File: config.mk
export PLATFORM = sky130hd
export DESIGN_NAME = kmp_substring_count_flat
export DESIGN_NICKNAME = d
export VERILOG_FILES = /design/src/design/kmp_pkg.sv /design/src/design/kmp_in_if.sv /design/src/design/kmp_out_if.sv /design/src/design/kmp_front.sv /design/src/design/kmp_queue.sv /design/src/design/kmp_engine.sv /design/src/design/kmp_substring_count.sv /design/src/flat_wrapper.sv
export SDC_FILE = /design/constraint.sdc
export NUM_CORES = 1
export LEC_CHECK = 0
export BUFFER_PORTS_ARGS = -buffer_cell sky130_fd_sc_hd__buf_2
export CORE_MARGIN = 2
export CORE_UTILIZATION = 67
export DETAILED_ROUTE_END_ITERATION = 10
export GPL_TIMING_DRIVEN = 0
export PLACE_DENSITY_LB_ADDON = 0.12
export SYNTH_ARGS = -nofsm -noshare
export SYNTH_HDL_FRONTEND = slang
export SYNTH_HIERARCHICAL = 1
export SYNTH_SLANG_ARGS = --single-unit
File: constraint.sdc
create_clock -name i_clk -period 17.9 [get_ports i_clk]
set_input_delay 1.79 -clock i_clk [delete_from_list [all_inputs] [get_ports i_clk]]
set_output_delay 1.79 -clock i_clk [all_outputs]
set_load 0.02 [all_outputs]
File: src/design/kmp_pkg.sv
`timescale 1ns / 1ps

package kmp_pkg;

    // Pattern store depth and occurrence counter width
    localparam int MAX_PATTERN = 64;
    localparam int COUNT_WIDTH = 32;

    // Derived widths: a length runs 0..MAX_PATTERN, an index 0..MAX_PATTERN-1
    localparam int LEN_W = $clog2(MAX_PATTERN + 1);
    localparam int IDX_W = (MAX_PATTERN > 1) ? $clog2(MAX_PATTERN) : 1;

    // Fixed widths of the result fields
    localparam int OUT_COUNT_W = 32;
    localparam int OUT_LEN_W   = 7;

    // Command queue between front and back
    localparam int QUEUE_DEPTH = 2;
    localparam int QPTR_W      = $clog2(QUEUE_DEPTH);
    localparam int QFILL_W     = $clog2(QUEUE_DEPTH + 1);

    // Action codes on the input channel
    localparam logic [1:0] ACT_CLEAR  = 2'd0;
    localparam logic [1:0] ACT_APPEND = 2'd1;
    localparam logic [1:0] ACT_TEXT   = 2'd2;

    // Classified operation handed to the back end
    typedef enum logic [1:0] {
        OP_CLEAR,
        OP_APPEND,
        OP_TEXT,
        OP_NOP
    } t_op;

    // Error codes on the result channel
    typedef enum logic [1:0] {
        ERR_NONE  = 2'd0,
        ERR_FULL  = 2'd1,
        ERR_EMPTY = 2'd2
    } t_err;

    typedef struct packed {
        t_op        op;
        logic [7:0] data_byte;
        logic       last;
    } t_cmd;

endpackage

File: src/design/kmp_in_if.sv
`timescale 1ns / 1ps

interface kmp_in_if;
    logic       valid;
    logic       ready;
    logic [1:0] action;
    logic [7:0] data_byte;
    logic       text_end;

    modport source (output valid, output action, output data_byte, output text_end,
                    input ready);
    modport sink   (input valid, input action, input data_byte, input text_end,
                    output ready);
endinterface

File: src/design/kmp_out_if.sv
`timescale 1ns / 1ps

interface kmp_out_if;
    logic        valid;
    logic        ready;
    logic        match_found;
    logic [31:0] match_count;
    logic [6:0]  matched_length;
    logic [1:0]  error;

    modport source (output valid, output match_found, output match_count,
                    output matched_length, output error, input ready);
    modport sink   (input valid, input match_found, input match_count,
                    input matched_length, input error, output ready);
endinterface

File: src/design/kmp_front.sv
`timescale 1ns / 1ps

module kmp_front (
    kmp_in_if.sink          i_in,
    output kmp_pkg::t_cmd   o_cmd,
    output logic            o_cmd_valid,
    input  logic            i_cmd_ready
);

    kmp_pkg::t_op op;

    // Classify the action; the unused code becomes a no-op
    always_comb begin
        unique case (i_in.action)
            kmp_pkg::ACT_CLEAR:  op = kmp_pkg::OP_CLEAR;
            kmp_pkg::ACT_APPEND: op = kmp_pkg::OP_APPEND;
            kmp_pkg::ACT_TEXT:   op = kmp_pkg::OP_TEXT;
            default:             op = kmp_pkg::OP_NOP;
        endcase
    end

    // Keep the end marker only on text beats
    assign o_cmd.op        = op;
    assign o_cmd.data_byte = i_in.data_byte;
    assign o_cmd.last      = i_in.text_end & (op == kmp_pkg::OP_TEXT);

    assign o_cmd_valid = i_in.valid;
    assign i_in.ready  = i_cmd_ready;

endmodule

File: src/design/kmp_queue.sv
`timescale 1ns / 1ps

module kmp_queue (
    input  logic            i_clk,
    input  logic            i_rst_n,
    input  kmp_pkg::t_cmd   i_cmd,
    input  logic            i_cmd_valid,
    output logic            o_cmd_ready,
    output kmp_pkg::t_cmd   o_cmd,
    output logic            o_cmd_valid,
    input  logic            i_cmd_ready
);

    kmp_pkg::t_cmd                 r_slot [kmp_pkg::QUEUE_DEPTH];
    logic [kmp_pkg::QPTR_W-1:0]    r_wr_ptr;
    logic [kmp_pkg::QPTR_W-1:0]    r_rd_ptr;
    logic [kmp_pkg::QFILL_W-1:0]   r_fill;
    logic                          push;
    logic                          pop;

    assign o_cmd_ready = (r_fill != kmp_pkg::QFILL_W'(kmp_pkg::QUEUE_DEPTH));
    assign o_cmd_valid = (r_fill != '0);
    assign o_cmd       = r_slot[r_rd_ptr];
    assign push        = i_cmd_valid & o_cmd_ready;
    assign pop         = o_cmd_valid & i_cmd_ready;

    // Store incoming beats
    always_ff @(posedge i_clk) begin
        if (push) begin
            r_slot[r_wr_ptr] <= i_cmd;
        end
    end

    // Advance pointers and fill level
    always_ff @(posedge i_clk) begin
        if (!i_rst_n) begin
            r_wr_ptr <= '0;
            r_rd_ptr <= '0;
            r_fill   <= '0;
        end else begin
            if (push) begin
                r_wr_ptr <= r_wr_ptr + 1'b1;
            end
            if (pop) begin
                r_rd_ptr <= r_rd_ptr + 1'b1;
            end
            if (push && !pop) begin
                r_fill <= r_fill + 1'b1;
            end else if (pop && !push) begin
                r_fill <= r_fill - 1'b1;
            end
        end
    end

endmodule

File: src/design/kmp_engine.sv
`timescale 1ns / 1ps

module kmp_engine (
    input  logic            i_clk,
    input  logic            i_rst_n,
    input  kmp_pkg::t_cmd   i_cmd,
    input  logic            i_cmd_valid,
    output logic            o_cmd_ready,
    kmp_out_if.source       o_out
);

    localparam int LEN_W = kmp_pkg::LEN_W;
    localparam int IDX_W = kmp_pkg::IDX_W;
    localparam int CNT_W = kmp_pkg::COUNT_WIDTH;

    typedef enum logic [1:0] {
        S_IDLE,
        S_FALL,
        S_CMP
    } t_state;

    // Pattern and border memories
    logic [7:0]       pattern_mem [kmp_pkg::MAX_PATTERN];
    logic [LEN_W-1:0] border_mem  [kmp_pkg::MAX_PATTERN];
    logic [7:0]       pat_rdata;
    logic [LEN_W-1:0] bor_rdata;

    // Control and working registers
    t_state           r_state,  n_state;
    kmp_pkg::t_cmd    r_cmd,    n_cmd;
    logic [LEN_W-1:0] r_plen,   n_plen;
    logic [LEN_W-1:0] r_bbl,    n_bbl;
    logic [LEN_W-1:0] r_mlen,   n_mlen;
    logic [LEN_W-1:0] r_k,      n_k;
    logic [CNT_W-1:0] r_count,  n_count;

    // Output register
    logic                         r_out_valid;
    logic                         r_out_found;
    logic [kmp_pkg::OUT_COUNT_W-1:0] r_out_count;
    logic [kmp_pkg::OUT_LEN_W-1:0]   r_out_len;
    kmp_pkg::t_err                r_out_err;

    // Result produced this cycle
    logic             emit;
    logic             e_found;
    logic [CNT_W-1:0] e_count;
    logic [LEN_W-1:0] e_len;
    kmp_pkg::t_err    e_err;

    // Memory access
    logic [LEN_W-1:0] rd_k;
    logic [LEN_W-1:0] rd_km1;
    logic             mem_we;
    logic [IDX_W-1:0] mem_waddr;
    logic [7:0]       pat_wdata;
    logic [LEN_W-1:0] bor_wdata;

    logic             slot_free;
    logic             hit;
    logic [LEN_W-1:0] k_next;
    logic             full_match;
    logic [CNT_W-1:0] count_inc;

    assign slot_free = !r_out_valid || o_out.ready;
    assign rd_km1    = rd_k - LEN_W'(1);
    assign hit       = (pat_rdata == r_cmd.data_byte);
    assign k_next    = hit ? (r_k + LEN_W'(1)) : '0;
    assign full_match = (k_next == r_plen);
    assign count_inc = (full_match && (r_count != {CNT_W{1'b1}})) ?
                       (r_count + CNT_W'(1)) : r_count;

    // Read at prefix length k: pattern byte k and border entry k-1
    always_ff @(posedge i_clk) begin
        if (mem_we) begin
            pattern_mem[mem_waddr] <= pat_wdata;
            border_mem[mem_waddr]  <= bor_wdata;
        end
        pat_rdata <= pattern_mem[rd_k[IDX_W-1:0]];
        bor_rdata <= border_mem[rd_km1[IDX_W-1:0]];
    end

    // Sequence commands and walk the border chain
    always_comb begin
        n_state     = r_state;
        n_cmd       = r_cmd;
        n_plen      = r_plen;
        n_bbl       = r_bbl;
        n_mlen      = r_mlen;
        n_k         = r_k;
        n_count     = r_count;
        o_cmd_ready = 1'b0;
        rd_k        = r_k;
        mem_we      = 1'b0;
        mem_waddr   = r_plen[IDX_W-1:0];
        pat_wdata   = r_cmd.data_byte;
        bor_wdata   = k_next;
        emit        = 1'b0;
        e_found     = 1'b0;
        e_count     = r_count;
        e_len       = r_mlen;
        e_err       = kmp_pkg::ERR_NONE;

        unique case (r_state)
            S_IDLE: begin
                if (i_cmd_valid && slot_free) begin
                    o_cmd_ready = 1'b1;
                    n_cmd       = i_cmd;
                    unique case (i_cmd.op)
                        kmp_pkg::OP_CLEAR: begin
                            n_plen  = '0;
                            n_bbl   = '0;
                            n_mlen  = '0;
                            n_count = '0;
                            emit    = 1'b1;
                            e_count = '0;
                            e_len   = '0;
                        end
                        kmp_pkg::OP_APPEND: begin
                            if (r_plen >= LEN_W'(kmp_pkg::MAX_PATTERN)) begin
                                emit  = 1'b1;
                                e_err = kmp_pkg::ERR_FULL;
                            end else if (r_plen == '0) begin
                                // First byte: its border is empty
                                n_cmd     = i_cmd;
                                mem_we    = 1'b1;
                                pat_wdata = i_cmd.data_byte;
                                bor_wdata = '0;
                                n_bbl     = '0;
                                n_plen    = LEN_W'(1);
                                emit      = 1'b1;
                            end else begin
                                n_k     = r_bbl;
                                rd_k    = r_bbl;
                                n_state = S_CMP;
                            end
                        end
                        kmp_pkg::OP_TEXT: begin
                            if (r_plen == '0) begin
                                n_mlen  = '0;
                                emit    = 1'b1;
                                e_len   = '0;
                                e_err   = kmp_pkg::ERR_EMPTY;
                                if (i_cmd.last) begin
                                    n_count = '0;
                                end
                            end else if (r_mlen >= r_plen) begin
                                // Full match last time: fetch border of whole pattern
                                rd_k    = r_plen;
                                n_state = S_FALL;
                            end else begin
                                n_k     = r_mlen;
                                rd_k    = r_mlen;
                                n_state = S_CMP;
                            end
                        end
                        default: begin
                            emit = 1'b1;
                        end
                    endcase
                end
            end
            S_FALL: begin
                n_k     = bor_rdata;
                rd_k    = bor_rdata;
                n_state = S_CMP;
            end
            S_CMP: begin
                if (hit || (r_k == '0)) begin
                    if (slot_free) begin
                        emit    = 1'b1;
                        n_state = S_IDLE;
                        if (r_cmd.op == kmp_pkg::OP_APPEND) begin
                            mem_we = 1'b1;
                            n_bbl  = k_next;
                            n_plen = r_plen + LEN_W'(1);
                        end else begin
                            e_found = full_match;
                            e_count = count_inc;
                            e_len   = k_next;
                            n_mlen  = r_cmd.last ? '0 : k_next;
                            n_count = r_cmd.last ? '0 : count_inc;
                        end
                    end
                end else begin
                    // Drop back along the border chain
                    n_k  = bor_rdata;
                    rd_k = bor_rdata;
                end
            end
            default: begin
                n_state = S_IDLE;
            end
        endcase
    end

    // Hold state and the output register
    always_ff @(posedge i_clk) begin
        if (!i_rst_n) begin
            r_state     <= S_IDLE;
            r_plen      <= '0;
            r_bbl       <= '0;
            r_mlen      <= '0;
            r_count     <= '0;
            r_out_valid <= 1'b0;
        end else begin
            r_state <= n_state;
            r_plen  <= n_plen;
            r_bbl   <= n_bbl;
            r_mlen  <= n_mlen;
            r_count <= n_count;
            if (emit) begin
                r_out_valid <= 1'b1;
            end else if (o_out.ready) begin
                r_out_valid <= 1'b0;
            end
        end
        r_cmd <= n_cmd;
        r_k   <= n_k;
        if (emit) begin
            r_out_found <= e_found;
            r_out_count <= kmp_pkg::OUT_COUNT_W'(e_count);
            r_out_len   <= kmp_pkg::OUT_LEN_W'(e_len);
            r_out_err   <= e_err;
        end
    end

    assign o_out.valid          = r_out_valid;
    assign o_out.match_found    = r_out_found;
    assign o_out.match_count    = r_out_count;
    assign o_out.matched_length = r_out_len;
    assign o_out.error          = r_out_err;

endmodule

File: src/design/kmp_substring_count.sv
`timescale 1ns / 1ps

// Knuth-Morris-Pratt substring counter. Each input beat yields exactly one result
// beat. Beats enter a two-deep command queue and are executed one at a time by an
// engine that keeps the pattern bytes and border lengths in a 64-entry memory with
// one registered read port. Clear, no-op, error cases and the first pattern byte
// are finished in the idle state; an appended pattern byte or a text byte goes to
// the compare state and steps back along the border chain on each mismatch, and a
// text byte after a full match first passes the fall state to fetch the border of
// the whole pattern. A result waits in the output register; the engine takes no
// new beat until that register is free.
module kmp_substring_count (
    input  logic       i_clk,
    input  logic       i_rst_n,
    kmp_in_if.sink     i_in,
    kmp_out_if.source  o_out
);

    kmp_pkg::t_cmd front_cmd;
    logic          front_valid;
    logic          front_ready;
    kmp_pkg::t_cmd queue_cmd;
    logic          queue_valid;
    logic          queue_ready;

    kmp_front u_front (
        .i_in        (i_in),
        .o_cmd       (front_cmd),
        .o_cmd_valid (front_valid),
        .i_cmd_ready (front_ready)
    );

    kmp_queue u_queue (
        .i_clk       (i_clk),
        .i_rst_n     (i_rst_n),
        .i_cmd       (front_cmd),
        .i_cmd_valid (front_valid),
        .o_cmd_ready (front_ready),
        .o_cmd       (queue_cmd),
        .o_cmd_valid (queue_valid),
        .i_cmd_ready (queue_ready)
    );

    kmp_engine u_engine (
        .i_clk       (i_clk),
        .i_rst_n     (i_rst_n),
        .i_cmd       (queue_cmd),
        .i_cmd_valid (queue_valid),
        .o_cmd_ready (queue_ready),
        .o_out       (o_out)
    );

`ifndef SYNTHESIS
    // A completed occurrence always reports a non-empty match and no error
    a_found_len: assert property (@(posedge i_clk) disable iff (!i_rst_n)
        (o_out.valid && o_out.match_found) |->
        (o_out.matched_length != '0 && o_out.error == kmp_pkg::ERR_NONE))
        else $error("match reported with empty length or error");

    // A text beat against an empty pattern matches nothing
    a_empty_err: assert property (@(posedge i_clk) disable iff (!i_rst_n)
        (o_out.valid && o_out.error == kmp_pkg::ERR_EMPTY) |->
        (!o_out.match_found && o_out.matched_length == '0))
        else $error("empty-pattern error with match state");

    // A beat taken into an empty queue is offered to the engine next cycle
    a_queue_flow: assert property (@(posedge i_clk) disable iff (!i_rst_n)
        (front_valid && front_ready && !queue_valid) |=> queue_valid)
        else $error("accepted beat lost in command queue");
`endif

endmodule
File: src/flat_wrapper.sv
// flat-port wrapper written by rule: the top's interface ports become plain ports
module kmp_substring_count_flat 
  (i_clk, i_rst_n, i_in_valid, i_in_action, i_in_data_byte, i_in_text_end, i_in_ready, o_out_valid, o_out_match_found, o_out_match_count, o_out_matched_length, o_out_error, o_out_ready);
  kmp_in_if i_in_i ();
  kmp_out_if o_out_i ();
  input  logic i_clk;
  input  logic i_rst_n;
  input wire logic [$bits(i_in_i.valid)-1:0] i_in_valid;
  input wire logic [$bits(i_in_i.action)-1:0] i_in_action;
  input wire logic [$bits(i_in_i.data_byte)-1:0] i_in_data_byte;
  input wire logic [$bits(i_in_i.text_end)-1:0] i_in_text_end;
  output wire logic [$bits(i_in_i.ready)-1:0] i_in_ready;
  output wire logic [$bits(o_out_i.valid)-1:0] o_out_valid;
  output wire logic [$bits(o_out_i.match_found)-1:0] o_out_match_found;
  output wire logic [$bits(o_out_i.match_count)-1:0] o_out_match_count;
  output wire logic [$bits(o_out_i.matched_length)-1:0] o_out_matched_length;
  output wire logic [$bits(o_out_i.error)-1:0] o_out_error;
  input wire logic [$bits(o_out_i.ready)-1:0] o_out_ready;
  assign i_in_i.valid = i_in_valid;
  assign i_in_i.action = i_in_action;
  assign i_in_i.data_byte = i_in_data_byte;
  assign i_in_i.text_end = i_in_text_end;
  assign i_in_ready = i_in_i.ready;
  assign o_out_valid = o_out_i.valid;
  assign o_out_match_found = o_out_i.match_found;
  assign o_out_match_count = o_out_i.match_count;
  assign o_out_matched_length = o_out_i.matched_length;
  assign o_out_error = o_out_i.error;
  assign o_out_i.ready = o_out_ready;
  kmp_substring_count u_core (.i_clk(i_clk), .i_rst_n(i_rst_n), .i_in(i_in_i), .o_out(o_out_i));
endmodule
* Yosys cells after proc, flatten, opt, wreduce, memory -nomap -nowiden *
Memories as Yosys holds them, arrays and structs flattened. A register that Yosys moved wholly into a read port is not among the register bits.
Cells that the tools add are included.
Widths: inputs -> output; s select.

operators by class
  shifts and indexed selects = 0
  equal/unequal tests = 27
  add/sub/neg operators = 8
  magnitude comparators = 2
  reductions and logical operators = 26
  divide/modulo/power cells = 0
  $mul = 0
  bitwise gates (word level) = 6
  muxes and demuxes = 107

operators with widths
  cell                   number
  $mux 32                13
  $mux 7                 33
  $pmux 32 s2            3
  $pmux 7 s2             8
  $mux 8                 5
  $add 32x1->32 const B  1
  $ne 32x32->1 const B   1
  $mux 1                 22
  $pmux 7 s3             1
  $mux 2                 10
  $mux 6                 3
  $ne 3x3->1 const B     6
  $pmux 6 s3             1
  $reduce_and 8->1       2
  $add 7x1->7 const B    2
  $logic_not 7->1        2
  $ne 2x2->1 const B     6
  $pmux 2 s3             2
  $pmux 6 s2             1
  $ne 3x1->1 const B     3
  $eq 2x1->1 const B     4
  $eq 2x2->1 const B     4
  $eq 8x8->1             1
  $pmux 2 s2             2
  other kinds (22)       40

word-level totals
  bits in latches = 0
  bits of input ports = 15
  memory bits (read-only) = 0
  bits in writable memories = 982
  output and inout port bits = 44
  memories = 3
  register bits = 120
  word-level logic and storage cells = 196

memories
  memory                       words  width  rd ports  clocked after memory_dff  write ports  line              text
  u_core.u_engine.pattern_mem  64     8      1         1                         1            kmp_engine.sv:23  logic [7:0] pattern_mem [kmp_pkg::MAX_PATTERN];
  u_core.u_engine.border_mem   64     7      1         1                         1            kmp_engine.sv:24  logic [LEN_W-1:0] border_mem [kmp_pkg::MAX_PATTERN];
  u_core.u_queue.r_slot        2      11     1         1                         1            kmp_queue.sv:14   kmp_pkg::t_cmd r_slot [kmp_pkg::QUEUE_DEPTH];

* Longest topological paths before layout *
  depth after elaboration = 10
  gate-level depth with buffers = 23
  depth with buffers taken out = 16

* By module *
Netlist, hierarchy kept.

modules (own cells, without submodules)
  module      area each (um^2)  sequential area each (um^2)  instances  cells an instance
  kmp_engine  45148.3           32050.7                      1          3054
  kmp_queue   1032.2            760.7                        1          58
  kmp_front   91.3              0.0                          1          13

* Worst setup path before layout *
No wires, ideal clock.

  path kind = input to register
  start = input o_out_ready
  end = memory u_core/u_engine/border_mem[0][0] (netlist bit), data pin
  buffers on the path = 2
  stages = 9
  library setup time = 0.863 ns
  slack = 10.609 ns
  data required time = 17.037 ns
  arrival time = 6.428 ns
  cell sequence = nand2b_1 -> and2_1 -> clkbuf_1 -> nand2_1 -> inv_1 -> nand2_1 -> nor2_1 -> clkbuf_1 -> nor4_1

between the ends
  cells in the longest elaborated chain, start to end = 4

ends and longest elaborated chain
  what                              line                text
  start: declaration                flat_wrapper.sv:18  input wire logic [$bits(o_out_i.ready)-1:0] o_out_ready;
  $logic_or 1x1->1                  kmp_engine.sv:65    assign slot_free = !r_out_valid || o_out.ready;
  $logic_and 1x1->1                 kmp_engine.sv:106   if (i_cmd_valid && slot_free) begin
  $mux 7                            kmp_engine.sv:106
  $mux 7                            kmp_engine.sv:104   unique case (r_state)
  net u_core.u_engine.bor_wdata[0]  kmp_engine.sv:57    logic [LEN_W-1:0] bor_wdata;
  end: declaration                  kmp_engine.sv:24

The timed path passes the listed nets, and every way through them passes these cells.

==> results_dict.tcl <==
set metrics [dict create \
    outcome "finished clean" \
    wl_um 133000 \
    cts.sinks 1118 \
    slew_headroom 0.0236 \
    cts_inserted_buffers 106 \
    vias_per_cell 6.94 \
    fillers 3946 \
    area_growth_pct 12.8 \
    leakage_uw 0.0171 \
    power.density_nw_per_um2 173 \
    htree_levels 3 \
    dieWidth_um 267 \
    rsz0062_at_grt "false" \
    synth_warnings 6 \
    fin_tns_setup_ns 0 \
    row_count 96 \
    grt.overflow.total 0 \
    grt_pass1_wl_um 191000 \
    cts_resized 0 \
    tightest_slew_ns 1.46 \
    hpwl_um 87300 \
    post_synth_fa_ha_maj_area_fraction 0.00568 \
    avgSynthCellArea_um2 14.8 \
    hold_path.class "flop to flop" \
    dr.pass1.iters 6 \
    maxSlewViolCount 0 \
    crit_path_max_fanout 10 \
    post_cts_buffers 0 \
    r2r_end "u_core/u_engine/bor_rdata[1]$_DFF_P_" \
    wl_per_cell_um 30.9 \
    clock.fmax_ghz 0.127 \
    final_common_cell "edfxtp_1" \
    start_kind "flop" \
    drtAntennaViolNets 0 \
    clk_latency_ns 0.69 \
    placed_area_um2 48400 \
    grt_use_total 0.377 \
    worstPathRequired_ns 18.40 \
    synthDistinctLibCells 73 \
    cts_root_buf "clkbuf_16" \
    stdcell_area_um2 52200 \
    cts_tree "done" \
    ys_seq_area_frac 0.709 \
    ys_seq_elements 1118 \
    finalCriticalPeriod_ns 7.87 \
    grt_pass1_vias 28988 \
    path_class "flop to flop" \
    finalCritPeriodShare 0.440 \
    setup_viol 0 \
    n_antenna_cell 0 \
    async_reset_ff_frac 0 \
    timing.final.hold_violations 0 \
    antenna_found_initial 2 \
    fin_nets 3362 \
    synth-edff-count 1042 \
    layout_common_cells "edfxtp_1, nand2_1, mux2i_1, nand3_1, o21ai_0" \
    synth_compound_area_frac 0.0602 \
    synth_area_um2 46300 \
    end_kind "flop" \
    drv_cap 0 \
    netlist_instances 3125 \
    syn_nets 3161 \
    holdPathEnd "u_core/u_engine/r_bbl[2]$_SDFFE_PN0P_" \
    yosys.area_share.simple 0.0968 \
    muxShareOfSynthArea 0.0991 \
    io_pins 59 \
    r2r_cells 20 \
    coreArea_um2 68500 \
    dieHeight_um 267 \
    cts_hold_buf 0 \
    dieArea_um2 71200 \
    gp_congestion 0.976 \
    hold_depth 2 \
    cts.path.max_buffers 3 \
    drive_above_1_share 0.169 \
    start_util 0.676 \
    synth_xor_area_frac 0.00603 \
    route.vias.total 29815 \
    grt_max_degree 65 \
    route.detailed.drc 0 \
    cp_data_arrival_time_ns 8.37 \
    vdd_drop_max_mv 0.128 \
    drtIter0Drc 4812 \
    synth_top_family_by_area "multiplexers" \
    numPortBuffers 49 \
    r2r_slack_ns 10.03 \
    fin_skew_ns 0.0488 \
    ys.flop_type "edfxtp_1" \
    path_clk_slew_ns 0.07 \
    holdCritStartpoint "u_core/u_engine/r_bbl[2]$_SDFFE_PN0P_" \
]
-- state kept, by name, summed over array words and instances, names as in the netlist, 8 cells and up, named ones only --
name                               count
u_core/u_engine/r_count               32
u_core/u_engine/pat_rdata              8
u_core/u_engine/border_mem           448
u_core/u_engine/r_cmd                 11
u_core/u_engine/o_out.match_count     32
u_core/u_engine/pattern_mem          512
u_core/u_queue/r_slot                 22
-- synth_stat cells (4+ instances only) --
master,count,share of area
inv_1,26,0.0021
a21o_1,18,0.0029
o22ai_1,46,0.0062
nor3_1,24,0.0026
o21a_1,8,0.0013
and2_1,20,0.0027
nand2b_1,7,0.00095
and3_1,75,0.010
xor2_1,6,0.0011
xnor2_1,24,0.0045
mux2i_1,178,0.039
o31ai_1,19,0.0031
a31oi_1,43,0.0058
o21ai_0,112,0.012
dfxtp_1,76,0.033
nor2b_1,26,0.0035
clkbuf_1,82,0.0067
nand2_1,491,0.040
buf_1,10,0.00081
a21oi_1,64,0.0069
or3_1,23,0.0031
mux2_2,22,0.0054
mux4_2,106,0.052
buf_6,9,0.0022
ha_1,21,0.0057
edfxtp_1,1042,0.68
nand4_1,14,0.0019
o21ai_1,9,0.00097
nor2_1,150,0.012
nand3_1,136,0.015
a311oi_1,56,0.011
a21boi_0,24,0.0039
buf_2,60,0.0065
mux4_1,6,0.0034
and4_1,4,0.00076
buf_4,28,0.0045
a22oi_1,8,0.0013
-- critical path, cell delays in order (launching register included) --
cell	delay, ns
dfxtp_1	0.32
buf_2	0.25
mux2_2	0.24
ha_1	0.15
clkbuf_1	0.33
a21boi_0	0.77
o2111ai_1	0.21
o221ai_1	0.15
a222oi_1	0.13
o21ai_1	1.04
inv_1	0.29
buf_2	0.29
buf_1	0.40
ha_1	0.40
xnor2_2	0.41
buf_2	0.49
mux4_2	0.37
mux2i_1	0.48
mux2i_1	0.22
mux2i_1	0.55
mux2i_1	0.17
-- per-stage QoR --
| step | power, uW | cells | util | hold WS [ns] | setup WS, ns |
|---|---|---|---|---|---|
| 5_1_grt | 9230 | 4297 | 0.763 | 0.494 | 10.03 |
| 4_1_cts | 8920 | 4297 | 0.762 | 0.477 | 10.40 |
| 2_1_floorplan | 5260 | 3125 | - | 0.437 | 10.61 |
| 6_report | 9030 | 4297 | 0.763 | 0.476 | 10.03 |
| 3_3_place_gp | 6440 | 4056 | 0.696 | 0.457 | 4.94 |
| 3_5_place_dp | 6510 | 4100 | 0.707 | 0.469 | 10.17 |
-- power by group --
group | switching (uW) | internal, uW
logic | 2390 | 1020
registers | 42.1 | 3180
clock network | 992 | 1400
-- logic make-up (layout without fill, tap and decap cells) --
family                   Yosys count  after routing
XOR/XNOR                          31             31
flip-flops                      1118           1118
multiplexers                     313            313
adder cells (fa/ha/maj)           21             21
buffers and inverters            218            508
AO/OA/AOI/OAI                    433            433
AND/OR/NAND/NOR                  991            991
-- worst max path at each step --
stage | from | endpoint | slack, ns | depth (start not counted)
after global routing | flop | u_core/u_engine/bor_rdata[1]$_DFF_P_ | 10.03 | 20
final | flop | u_core/u_engine/bor_rdata[1]$_DFF_P_ | 10.03 | 20
after global placement | o_out_ready | u_core/u_engine/border_mem[24][0]$_DFFE_PP_ | 4.94 | 10
after CTS | flop | u_core/u_engine/bor_rdata[1]$_DFF_P_ | 10.40 | 20
after detailed placement | o_out_ready | u_core/u_engine/bor_rdata[3]$_DFF_P_ | 10.17 | 18
after floorplan | o_out_ready | u_core/u_engine/border_mem[0][0]$_DFFE_PP_ | 10.61 | 9
-- layer usage --
layer,GRT usage,wire length [um],up-vias
met4,0.178,6920,0
li1,-,-,12358
met1,0.532,49200,14802
met3,0.0881,16700,377
met2,0.564,59800,2278
met5,0,0,-
-- area by class of cell --
type                       instances  area, um2  share of cell area
buffer                           190        962              0.0184
clock buffer                     116       2740              0.0525
clock inverter                    81        998              0.0191
inverter                          28        105             0.00201
multi-input combinational       1789      12600               0.242
sequential                      1118      32800               0.628
tap                              882       1100              0.0211
timing repair buffer              93        863              0.0165
No activity file was read; power rests on OpenSTA's default activity.
